**config.mk**
```make
export PLATFORM = sky130hd
export DESIGN_NAME = circular_deque_core
export DESIGN_NICKNAME = d
export VERILOG_FILES = /design/src/rtl/core/cdq_pkg.sv /design/src/rtl/core/circular_deque_core.sv /design/src/rtl/core/cdq_ram.sv /design/src/rtl/core/cdq_ctrl.sv /design/src/rtl/core/cdq_dpath.sv
export SDC_FILE = /design/constraint.sdc
export NUM_CORES = 1
export LEC_CHECK = 0
export BUFFER_PORTS_ARGS = -buffer_cell sky130_fd_sc_hd__buf_4
export CAP_MARGIN = 10
export CORE_ASPECT_RATIO = 0.5
export CORE_UTILIZATION = 55
export CTS_BUF_LIST = sky130_fd_sc_hd__clkbuf_4 sky130_fd_sc_hd__clkbuf_8
export CTS_CLUSTER_DIAMETER = 40
export DETAILED_ROUTE_END_ITERATION = 16
export PLACE_DENSITY = 0.82
export RECOVER_POWER = 25
export SYNTH_ARGS = -nofsm -noshare
export SYNTH_HDL_FRONTEND = slang
export SYNTH_SLANG_ARGS = --single-unit
export TNS_END_PERCENT = 30
```
**constraint.sdc**
```tcl
create_clock -name clk -period 8.52 [get_ports clk]
set_clock_uncertainty 0.2 [all_clocks]
set_input_delay 1.278 -clock clk [delete_from_list [all_inputs] [get_ports clk]]
set_output_delay 1.278 -clock clk [all_outputs]
set_load 0.005 [all_outputs]
```
**src/rtl/core/cdq_pkg.sv**
```systemverilog
// Shared types, constants and pointer helpers for the circular deque.
package cdq_pkg;

  localparam int DEPTH  = 16;
  localparam int PTR_W  = (DEPTH > 1) ? $clog2(DEPTH) : 1;
  localparam int DATA_W = 32;

  typedef logic [PTR_W-1:0] ptr_t;

  typedef enum logic [1:0] {
    OP_PUSH_REAR  = 2'd0,
    OP_PUSH_FRONT = 2'd1,
    OP_POP_FRONT  = 2'd2,
    OP_POP_REAR   = 2'd3
  } cdq_op_t;

  typedef enum logic [1:0] {
    ST_DONE  = 2'd0,
    ST_FULL  = 2'd1,
    ST_EMPTY = 2'd2
  } cdq_status_t;

  typedef enum logic [1:0] {
    S_IDLE,
    S_EXEC,
    S_POP
  } cdq_state_t;

  typedef struct packed {
    cdq_op_t                   op;
    logic signed [DATA_W-1:0]  value;
  } cdq_req_t;

  typedef struct packed {
    logic signed [DATA_W-1:0]  data;
    cdq_status_t               status;
    logic                      now_empty;
    logic                      now_full;
  } cdq_rsp_t;

  // controller -> datapath
  typedef struct packed {
    logic load;     // capture request
    logic exec;     // finish push or refused op
    logic rd;       // issue store read for a pop
    logic pop_fin;  // finish pop with read data
  } cdq_cmd_t;

  // datapath -> controller
  typedef struct packed {
    logic is_pop;
    logic refuse;
  } cdq_sts_t;

  function automatic ptr_t next_idx(input ptr_t i);
    return (i == PTR_W'(DEPTH - 1)) ? '0 : ptr_t'(i + 1'b1);
  endfunction

  function automatic ptr_t prev_idx(input ptr_t i);
    return (i == '0) ? PTR_W'(DEPTH - 1) : ptr_t'(i - 1'b1);
  endfunction

endpackage

```
**src/rtl/core/circular_deque_core.sv**
```systemverilog
// Circular deque top level: controller plus datapath.
//
// Usage:
//   A request (op, value) is taken at a rising edge where start is high and
//   busy is low. op selects push rear, push front, pop front or pop rear;
//   value is only used by pushes.
//   Each request yields exactly one result on rsp, held for one cycle and
//   marked by done: popped data (-1 on a refused pop, 0 for pushes), a
//   status code and the empty and full flags after the operation.
// Sequencing (no new request is taken until the previous one is finished):
//   Push or refused op: the controller goes from S_IDLE to S_EXEC, which
//   finishes the op; done and the result are then registered.
//   Successful pop: S_EXEC issues the registered store read and S_POP
//   finishes it with the read data; done and the result are then registered.
//   busy is low in the cycle done is shown, so the next request may be
//   taken at the same edge that takes the previous result.
// Reset:
//   rst (sync, active high) empties the queue and clears both pointers;
//   the entry store is not cleared and needs no sweep.
// The receiver cannot stall: a result not taken during its done cycle is gone.
module circular_deque_core import cdq_pkg::*; (
  input  logic     clk,
  input  logic     rst,
  input  logic     start,
  output logic     busy,
  input  cdq_req_t req,
  output logic     done,
  output cdq_rsp_t rsp
);

  cdq_cmd_t cmd;
  cdq_sts_t sts;

  cdq_ctrl u_ctrl (
    .clk   (clk),
    .rst   (rst),
    .start (start),
    .busy  (busy),
    .sts   (sts),
    .cmd   (cmd)
  );

  cdq_dpath u_dpath (
    .clk  (clk),
    .rst  (rst),
    .req  (req),
    .cmd  (cmd),
    .sts  (sts),
    .done (done),
    .rsp  (rsp)
  );

  // an accepted request keeps the block busy for the following cycle
  a_accept_busy: assert property (@(posedge clk) disable iff (rst)
    (start && !busy) |=> busy)
    else $error("busy not raised after accept");

  // results never come back to back
  a_done_single: assert property (@(posedge clk) disable iff (rst)
    done |=> !done)
    else $error("done held for more than one cycle");

  // empty and full cannot both be reported
  a_flags_excl: assert property (@(posedge clk) disable iff (rst)
    done |-> !(rsp.now_empty && rsp.now_full))
    else $error("result reports empty and full together");

  // a push refused for fullness leaves the queue full
  a_full_refuse: assert property (@(posedge clk) disable iff (rst)
    (done && rsp.status == ST_FULL) |-> rsp.now_full)
    else $error("full refusal without full flag");

endmodule

```
**src/rtl/core/cdq_ram.sv**
```systemverilog
// Generic single-port RAM with registered read.
module cdq_ram #(
  parameter int WIDTH = 32,
  parameter int DEPTH = 16
) (
  input  logic                                   clk,
  input  logic                                   we,
  input  logic                                   re,
  input  logic [((DEPTH > 1) ? $clog2(DEPTH) : 1)-1:0] addr,
  input  logic [WIDTH-1:0]                       wdata,
  output logic [WIDTH-1:0]                       rdata
);

  logic [WIDTH-1:0] mem [DEPTH];

  always_ff @(posedge clk) begin
    if (we) begin
      mem[addr] <= wdata;
    end
    if (re) begin
      rdata <= mem[addr];
    end
  end

endmodule

```
**src/rtl/core/cdq_ctrl.sv**
```systemverilog
// Sequencing state machine for the circular deque.
module cdq_ctrl import cdq_pkg::*; (
  input  logic     clk,
  input  logic     rst,
  input  logic     start,
  output logic     busy,
  input  cdq_sts_t sts,
  output cdq_cmd_t cmd
);

  cdq_state_t state, state_next;

  always_ff @(posedge clk) begin
    if (rst) begin
      state <= S_IDLE;
    end else begin
      state <= state_next;
    end
  end

  always_comb begin
    state_next = state;
    cmd        = '0;
    busy       = 1'b1;
    unique case (state)
      S_IDLE: begin
        busy = 1'b0;
        if (start) begin
          cmd.load   = 1'b1;
          state_next = S_EXEC;
        end
      end
      S_EXEC: begin
        if (sts.is_pop && !sts.refuse) begin
          cmd.rd     = 1'b1;
          state_next = S_POP;
        end else begin
          cmd.exec   = 1'b1;
          state_next = S_IDLE;
        end
      end
      S_POP: begin
        cmd.pop_fin = 1'b1;
        state_next  = S_IDLE;
      end
      default: begin
        state_next = S_IDLE;
      end
    endcase
  end

endmodule

```
**src/rtl/core/cdq_dpath.sv**
```systemverilog
// Pointers, empty flag, entry store and result register of the deque.
module cdq_dpath import cdq_pkg::*; (
  input  logic     clk,
  input  logic     rst,
  input  cdq_req_t req,
  input  cdq_cmd_t cmd,
  output cdq_sts_t sts,
  output logic     done,
  output cdq_rsp_t rsp
);

  cdq_req_t req_q;
  ptr_t     head, head_next;
  ptr_t     tail, tail_next;
  logic     empty_q, empty_next;
  logic     full;
  cdq_rsp_t rsp_next;
  logic     we;
  ptr_t     waddr;
  ptr_t     ram_addr;
  logic [DATA_W-1:0] rdata;
  logic     is_pop;

  assign is_pop = (req_q.op == OP_POP_FRONT) || (req_q.op == OP_POP_REAR);
  assign full   = !empty_q && (next_idx(tail) == head);

  assign sts.is_pop = is_pop;
  assign sts.refuse = is_pop ? empty_q : full;

  always_comb begin
    head_next  = head;
    tail_next  = tail;
    empty_next = empty_q;
    we         = 1'b0;
    waddr      = '0;
    rsp_next   = '0;
    rsp_next.status = ST_DONE;

    if (cmd.exec) begin
      if (is_pop) begin
        // pop from empty queue
        rsp_next.status = ST_EMPTY;
        rsp_next.data   = '1;
      end else if (full) begin
        rsp_next.status = ST_FULL;
      end else begin
        we = 1'b1;
        if (empty_q) begin
          head_next  = '0;
          tail_next  = '0;
          empty_next = 1'b0;
          waddr      = '0;
        end else if (req_q.op == OP_PUSH_REAR) begin
          tail_next = next_idx(tail);
          waddr     = tail_next;
        end else begin
          head_next = prev_idx(head);
          waddr     = head_next;
        end
      end
    end

    if (cmd.pop_fin) begin
      rsp_next.data = rdata;
      if (head == tail) begin
        // last entry leaves
        head_next  = '0;
        tail_next  = '0;
        empty_next = 1'b1;
      end else if (req_q.op == OP_POP_FRONT) begin
        head_next = next_idx(head);
      end else begin
        tail_next = prev_idx(tail);
      end
    end

    rsp_next.now_empty = empty_next;
    rsp_next.now_full  = !empty_next && (next_idx(tail_next) == head_next);
  end

  assign ram_addr = we ? waddr : ((req_q.op == OP_POP_FRONT) ? head : tail);

  cdq_ram #(
    .WIDTH (DATA_W),
    .DEPTH (DEPTH)
  ) u_ram (
    .clk   (clk),
    .we    (we),
    .re    (cmd.rd),
    .addr  (ram_addr),
    .wdata (req_q.value),
    .rdata (rdata)
  );

  always_ff @(posedge clk) begin
    if (rst) begin
      head    <= '0;
      tail    <= '0;
      empty_q <= 1'b1;
      done    <= 1'b0;
    end else begin
      head    <= head_next;
      tail    <= tail_next;
      empty_q <= empty_next;
      done    <= cmd.exec || cmd.pop_fin;
    end
  end

  always_ff @(posedge clk) begin
    if (cmd.load) begin
      req_q <= req;
    end
    if (cmd.exec || cmd.pop_fin) begin
      rsp <= rsp_next;
    end
  end

endmodule

```
# Word-level counts from Yosys, hierarchy flattened
# Memories as Yosys holds them, arrays and structs flattened. A register that Yosys moved wholly into a read port is not among the register bits.
# Cells that the tools add are included.
dict set report classes {
  add_sub_neg 5
  n_mul 0
  div_mod_pow 0
  order_cmp 0
  n_eq_ne 11
  shift 0
  muxes 54
  bitwise 1
  reduce_logical 13
}
# cell count
set ops {}
lappend ops {{$mux W4} 28}
lappend ops {{$mux W32} 2}
lappend ops {{$mux W34} 1}
lappend ops {{$mux W1} 18}
lappend ops {{$add A4 B1 Y4 const B} 3}
lappend ops {{$eq A4 B4 Y1} 3}
lappend ops {{$eq A4 B4 Y1 const B} 3}
lappend ops {{$logic_not A4 Y1} 2}
lappend ops {{$mux W2} 4}
lappend ops {{$sub A4 B1 Y4 const B} 2}
lappend ops {{$eq A2 B2 Y1 const B} 3}
lappend ops {{$logic_not A2 Y1} 2}
lappend ops {{$pmux W2 S2} 1}
lappend ops {{$logic_and A1 B1 Y1} 3}
lappend ops {{$logic_not A1 Y1} 3}
lappend ops {{$eq A2 B1 Y1 const B} 1}
lappend ops {{$logic_or A1 B1 Y1} 2}
lappend ops {{$ne A2 B2 Y1 const B} 1}
lappend ops {{$reduce_or A2 Y1} 1}
lappend ops {{$not A1 Y1} 1}
dict set report word_totals {
  ff_bits 82
  latchBits 0
  ramBits 512
  rom_bits 0
  in_bits 37
  out_inout_bits 38
  word_cells 97
  mem_count 1
}
# name depth word_bits rd rd_clocked_by_memory_dff wr line_no
set mem_list {}
lappend mem_list {u_dpath.u_ram.mem 16 32 1 1 1 cdq_ram.sv:14} ;# logic [WIDTH-1:0] mem [DEPTH];

# Depth between registers and ports, before layout
dict set report depth {
  depth_word 17
  depth_mapped 15
}

# Cells and area by module
# Synthesis repeated with hierarchy kept, for this count alone.
dict set report unflattened {
  cells_unflattened 1172
  area_unflattened_um2 23958.0
}
# module instances cells_each area_per_inst_um2 seq_area_each_um2
set by_module_without_submodules {}
lappend by_module_without_submodules {cdq_ram 1 840 20183.1 16335.7}
lappend by_module_without_submodules {cdq_dpath 1 321 3662.3 2302.2}
lappend by_module_without_submodules {cdq_ctrl 1 11 112.6 40.0}

# Worst setup path before layout
# OpenSTA, ideal clock, no wires.
dict set report synth_timing {
  kind {reg2reg}
  startpoint {reg u_dpath.tail[1]}
  endpoint {mem u_dpath.u_ram.mem[0][0], enable pin}
  setup_time_ps 421
  t_arrival_ps 3781
  required_time_ps 7899
  setup_slack_ps 4118
  stages_incl_launch_ff 13
  period_less_slack_ps 4402
  cell_sequence {dfxtp_1 -> ha_1 -> xor3_1 -> nor3_1 -> and2_1 -> a21oi_2 -> buf_4 -> nand3_1 -> o21ai_1 -> or2_1 -> buf_2 -> clkbuf_1 -> nor2_1}
}
dict set report synth_via {
  elab_chain_cells 12
  elab_cells_between_ends 22
}
# item line_no
set synth_rtl {}
lappend synth_rtl {{from (decl)} cdq_dpath.sv:14} ;# ptr_t tail, tail_next;
lappend synth_rtl {{from (signal assigned)} cdq_dpath.sv:103} ;# tail <= tail_next;
lappend synth_rtl {{$add A4 B1 Y4 or $eq A4 B4 Y1 (tied branches)} cdq_pkg.sv:56} ;# return (i == PTR_W'(DEPTH - 1)) ? '0 : ptr_t'(i + 1'b1);
lappend synth_rtl {{$mux W4} cdq_pkg.sv:56}
lappend synth_rtl {{$eq A4 B4 Y1} cdq_dpath.sv:25} ;# assign full = !empty_q && (next_idx(tail) == head);
lappend synth_rtl {{$logic_and A1 B1 Y1} cdq_dpath.sv:25}
lappend synth_rtl {{$mux W1} cdq_dpath.sv:28} ;# assign sts.refuse = is_pop ? empty_q : full;
lappend synth_rtl {{$logic_not A1 Y1} cdq_ctrl.sv:34} ;# if (sts.is_pop && !sts.refuse) begin
lappend synth_rtl {{$logic_and A1 B1 Y1} cdq_ctrl.sv:34}
lappend synth_rtl {{$mux W1} cdq_ctrl.sv:34}
lappend synth_rtl {{$mux W2} cdq_ctrl.sv:25} ;# unique case (state)
lappend synth_rtl {{$mux W1} cdq_dpath.sv:39} ;# if (cmd.exec) begin
lappend synth_rtl {{$mux W1} cdq_ram.sv:17} ;# if (we) begin
lappend synth_rtl {{$mux W1 (implied by the code)} cdq_ram.sv:18} ;# mem[addr] <= wdata;
lappend synth_rtl {{to (decl)} cdq_ram.sv:14}
# Several ways; a longest one is shown, not always the timed one.

# Final worst setup path
dict set report layout_timing {
  startpoint {reg u_dpath.tail[0]}
  endpoint {reg u_dpath.u_ram.rdata[6] (read register of u_dpath.u_ram.mem), data pin}
}
dict set report layout_via {
  elab_chain_cells 11
  elab_cells_between_ends 21
}
# item line_no
set layout_rtl {}
lappend layout_rtl {{$add A4 B1 Y4 or $eq A4 B4 Y1 (tied branches)} cdq_pkg.sv:56}
lappend layout_rtl {{$mux W4} cdq_pkg.sv:56}
lappend layout_rtl {{$eq A4 B4 Y1} cdq_dpath.sv:25}
lappend layout_rtl {{$logic_and A1 B1 Y1} cdq_dpath.sv:25}
lappend layout_rtl {{$mux W1} cdq_dpath.sv:28}
lappend layout_rtl {{$logic_not A1 Y1} cdq_ctrl.sv:34}
lappend layout_rtl {{$logic_and A1 B1 Y1} cdq_ctrl.sv:34}
lappend layout_rtl {{$mux W1} cdq_ctrl.sv:34}
lappend layout_rtl {{$mux W2} cdq_ctrl.sv:25}
lappend layout_rtl {{$mux W4 or $mux W1 (tied branches)} cdq_dpath.sv:39}
lappend layout_rtl {{$mux W4} cdq_dpath.sv:81} ;# assign ram_addr = we ? waddr : ((req_q.op == OP_POP_FRONT) ? head : tail);
lappend layout_rtl {{to (decl)} cdq_ram.sv:11} ;# output logic [WIDTH-1:0] rdata
# Several ways; a longest one is shown, not always the timed one.
# A chain may end at the register's enable or synchronous reset.

==> flow_metrics.py <==
metrics = {
    "run_status": {
        "status": "complete, no violations",
    },
    "clock_network": {
        "clockBufferDepth": 3,
        "cts-resized-gates": 0,
        "cts_buffers": 84,
        "cts_tree": "built",
        "postCtsHoldBufs": 0,
        "insertion_delay_ps": 640,
        "htree_levels": 3,
        "post_cts_buffers": 0,
        "clock_sinks": 626,
        "cts-root-buf": "clkbuf_8",
        "clkTransAtPathRegs_ps": 70,
    },
    "timing": {
        "max_slew_margin_pct": 25.06,
        "setup_viol": 0,
        "grt_setup_unrepaired": "false",
        "drv_slew": 0,
        "tightest_slew_ps": 1120,
        "max_freq_ghz": 0.2092,
        "fin_crit_ps": 4781,
        "hold_violations": 0,
        "period_share_pct": 56.11,
        "finalSetupTns_ps": 0,
        "setup_ws_ps": 3739,
    },
    "routing": {
        "drc": 0,
        "num_vias": 13546,
        "drtIter0Drc": 1954,
        "via_per_inst": 6.557,
        "wl_mm": 55.16,
        "drt-pass1-iter-count": 5,
        "wl_per_cell_um": 26.70,
        "ant_nets": 0,
    },
    "critical_path": {
        "critPathCaptureType": "flop",
        "cp-start-kind": "flop",
        "critPathKind": "flop to flop",
        "path_cells": "ha_1 -> xor3_1 -> nor3_1 -> nand2_1 -> o21ai_4 -> mux2i_4 -> buf_4 -> buf_4 -> a22o_1 -> a221oi_1 -> o22ai_1 -> or3_1",
        "cp_max_fo": 86,
        "slowest_delay_ps": 860,
        "path_common_cell": "buf_4",
        "cpMaxStageDelayCell": "buf_4",
        "critPathBufInv": 2,
        "cp_top_family": "buffers and inverters",
        "critPathArrivalTime_ps": 5080,
        "cp.required_ps": 8820,
    },
    "yosys": {
        "yosys_warnings": 0,
        "synth.distinct_cells": 56,
        "synth_nets": 1376,
        "synth-async-reset-ratio_pct": 0,
        "ys_seq_area_share_pct": 78.93,
        "synth.avg_cell_area_um2": 17.74,
        "ys_seq_elements": 626,
        "syn_area_um2": 23670,
        "synth-edff-count": 614,
        "yosysMostFrequentCell": "edfxtp_1",
        "synthCells": 1334,
        "ys_dominant_reg_cell": "edfxtp_1",
        "synthTopCellsByArea": "edfxtp_1, a22oi_1, a221oi_2",
        "netlist_top_cells_count": "edfxtp_1, a22oi_1, a21oi_1",
        "synth_top_area_share_pct": 77.91,
        "yosys.area.top_type": "edfxtp_1",
    },
    "die": {
        "die_y_um": 148.7,
        "start_util_pct": 56.11,
        "fp.coreArea_um2": 42180,
        "num_rows": 53,
        "ios": 75,
        "fp.dieArea_um2": 43910,
        "fp.dieW_um": 295.4,
    },
    "job": {
        "drv_cap": 0,
    },
    "global_routing": {
        "grt_first_pass_wirelength_mm": 80.54,
        "grt_max_degree": 129,
        "gr-usage-all-layers_pct": 25.06,
        "grt_pass1_vias": 13341,
        "grt-ovfl-total": 0,
        "antenna_found_initial": 0,
    },
    "placement": {
        "gp_congestion": 0.9143,
        "dp_hpwl_mm": 26.52,
        "portBuffers": 74,
        "pre_cts_slack_ps": 3880,
    },
    "layout": {
        "n_antenna_cell": 0,
        "area_growth_syn_to_layout_pct": 12.01,
        "fin_nets": 1475,
        "layout-drive-gt1-share_pct": 21.16,
    },
    "hold_path": {
        "hp-class": "flop to flop",
    },
    "pwr": {
        "power_mw": 5.828,
        "max-vdd-ir-drop_mv": 0.1093,
        "power_density_nw_per_um2": 219.9,
        "p_leak_nw": 8.709,
    },
}
==> stage by stage <==
stage	util, %	cell area [um2]	std cells	hold slack (ps)
after detailed placement	59.19	24960	1924	305.8
after CTS	62.85	26510	2066	322.9
after global placement	59.19	24960	1924	304.4
final	62.85	26510	2066	322.3
after global routing	62.85	26510	2066	346.7
after floorplan	-	23670	1334	295.1
==> cells in the final DEF, fill, tap and decap left out, types with 14 or more instances in the layout <==
cell type / count
clkinv_1: 19
o22ai_1: 33
a221oi_1: 14
a21o_1: 34
clkbuf_4: 27
nor2_1: 15
nor2_4: 18
a22o_1: 64
clkbuf_8: 86
a21oi_1: 87
nand2_1: 25
a221oi_2: 50
edfxtp_1: 614
buf_4: 97
a22oi_1: 128
or3_1: 32
==> layout make-up <==
cell class                 instances  area, um2
tap                              577      721.9
multi-input combinational        604       4708
fill                            2719      15670
clock inverter                    34      196.4
clock buffer                     108       1349
timing repair buffer             104      805.8
sequential                       626      18680
inverter                          13      48.80
==> worst register-to-register path, cell delays in order (launching register included) <==
cell	delay (ps)
dfxtp_1	490
ha_1	310
xor3_1	350
nor3_1	270
nand2_1	170
o21ai_4	340
mux2i_4	280
buf_4	460
buf_4	900
a22o_1	430
a221oi_1	80
o22ai_1	240
or3_1	140
==> metal layers <==
layer / routed length, um / track usage, % / up-vias
met3: 6308 / 5.738 / 144
li1: - / - / 5706
met1: 20710 / 33.97 / 6675
met5: 0 / 0 / -
met4: 1627 / 9.119 / 0
met2: 26520 / 40.18 / 1021
==> kinds of logic (layout without fill, tap and decap cells) <==
logic type	after synthesis	after routing	share of synthesized area [%]
flops	626	626	78.93
compound gates	447	447	15.19
buf+inv	104	259	2.025
xor+xnor	15	15	0.6186
simple gates	135	135	2.892
mux	2	2	0.08460
fa+ha+maj	5	5	0.2644
==> state kept, by name (all words and copies together) (netlist names) <==
name and flops:
u_dpath.done 1, u_ctrl.state 2, u_dpath.req_q 34, u_dpath.u_ram.rdata 32, u_dpath.empty_q 1, u_dpath.head 4
u_dpath.u_ram.mem 512, u_dpath.tail 4, u_dpath.rsp 36
==> power by group <==
group,internal (mW),switching (mW)
logic,0.0953,0.149
registers,3.42,0.0449
clock network,1.07,1.05
total,4.58,1.24
==> final timing paths <==
check	startpoint	endpoint	slack, ps	cells after the start
worst max-delay path	u_dpath.tail[0]$_SDFF_PP0_	u_dpath.u_ram.rdata[6]$_DFFE_PP_	3740	12
worst min register to register	u_dpath.u_ram.rdata[10]$_DFFE_PP_	u_dpath.rsp[14]$_DFFE_PP_	320	1
worst max register to register	u_dpath.tail[0]$_SDFF_PP0_	u_dpath.u_ram.rdata[6]$_DFFE_PP_	3740	12
worst min-delay path	u_dpath.u_ram.rdata[10]$_DFFE_PP_	u_dpath.rsp[14]$_DFFE_PP_	320	1
No activity file was read; power rests on OpenSTA's default activity.
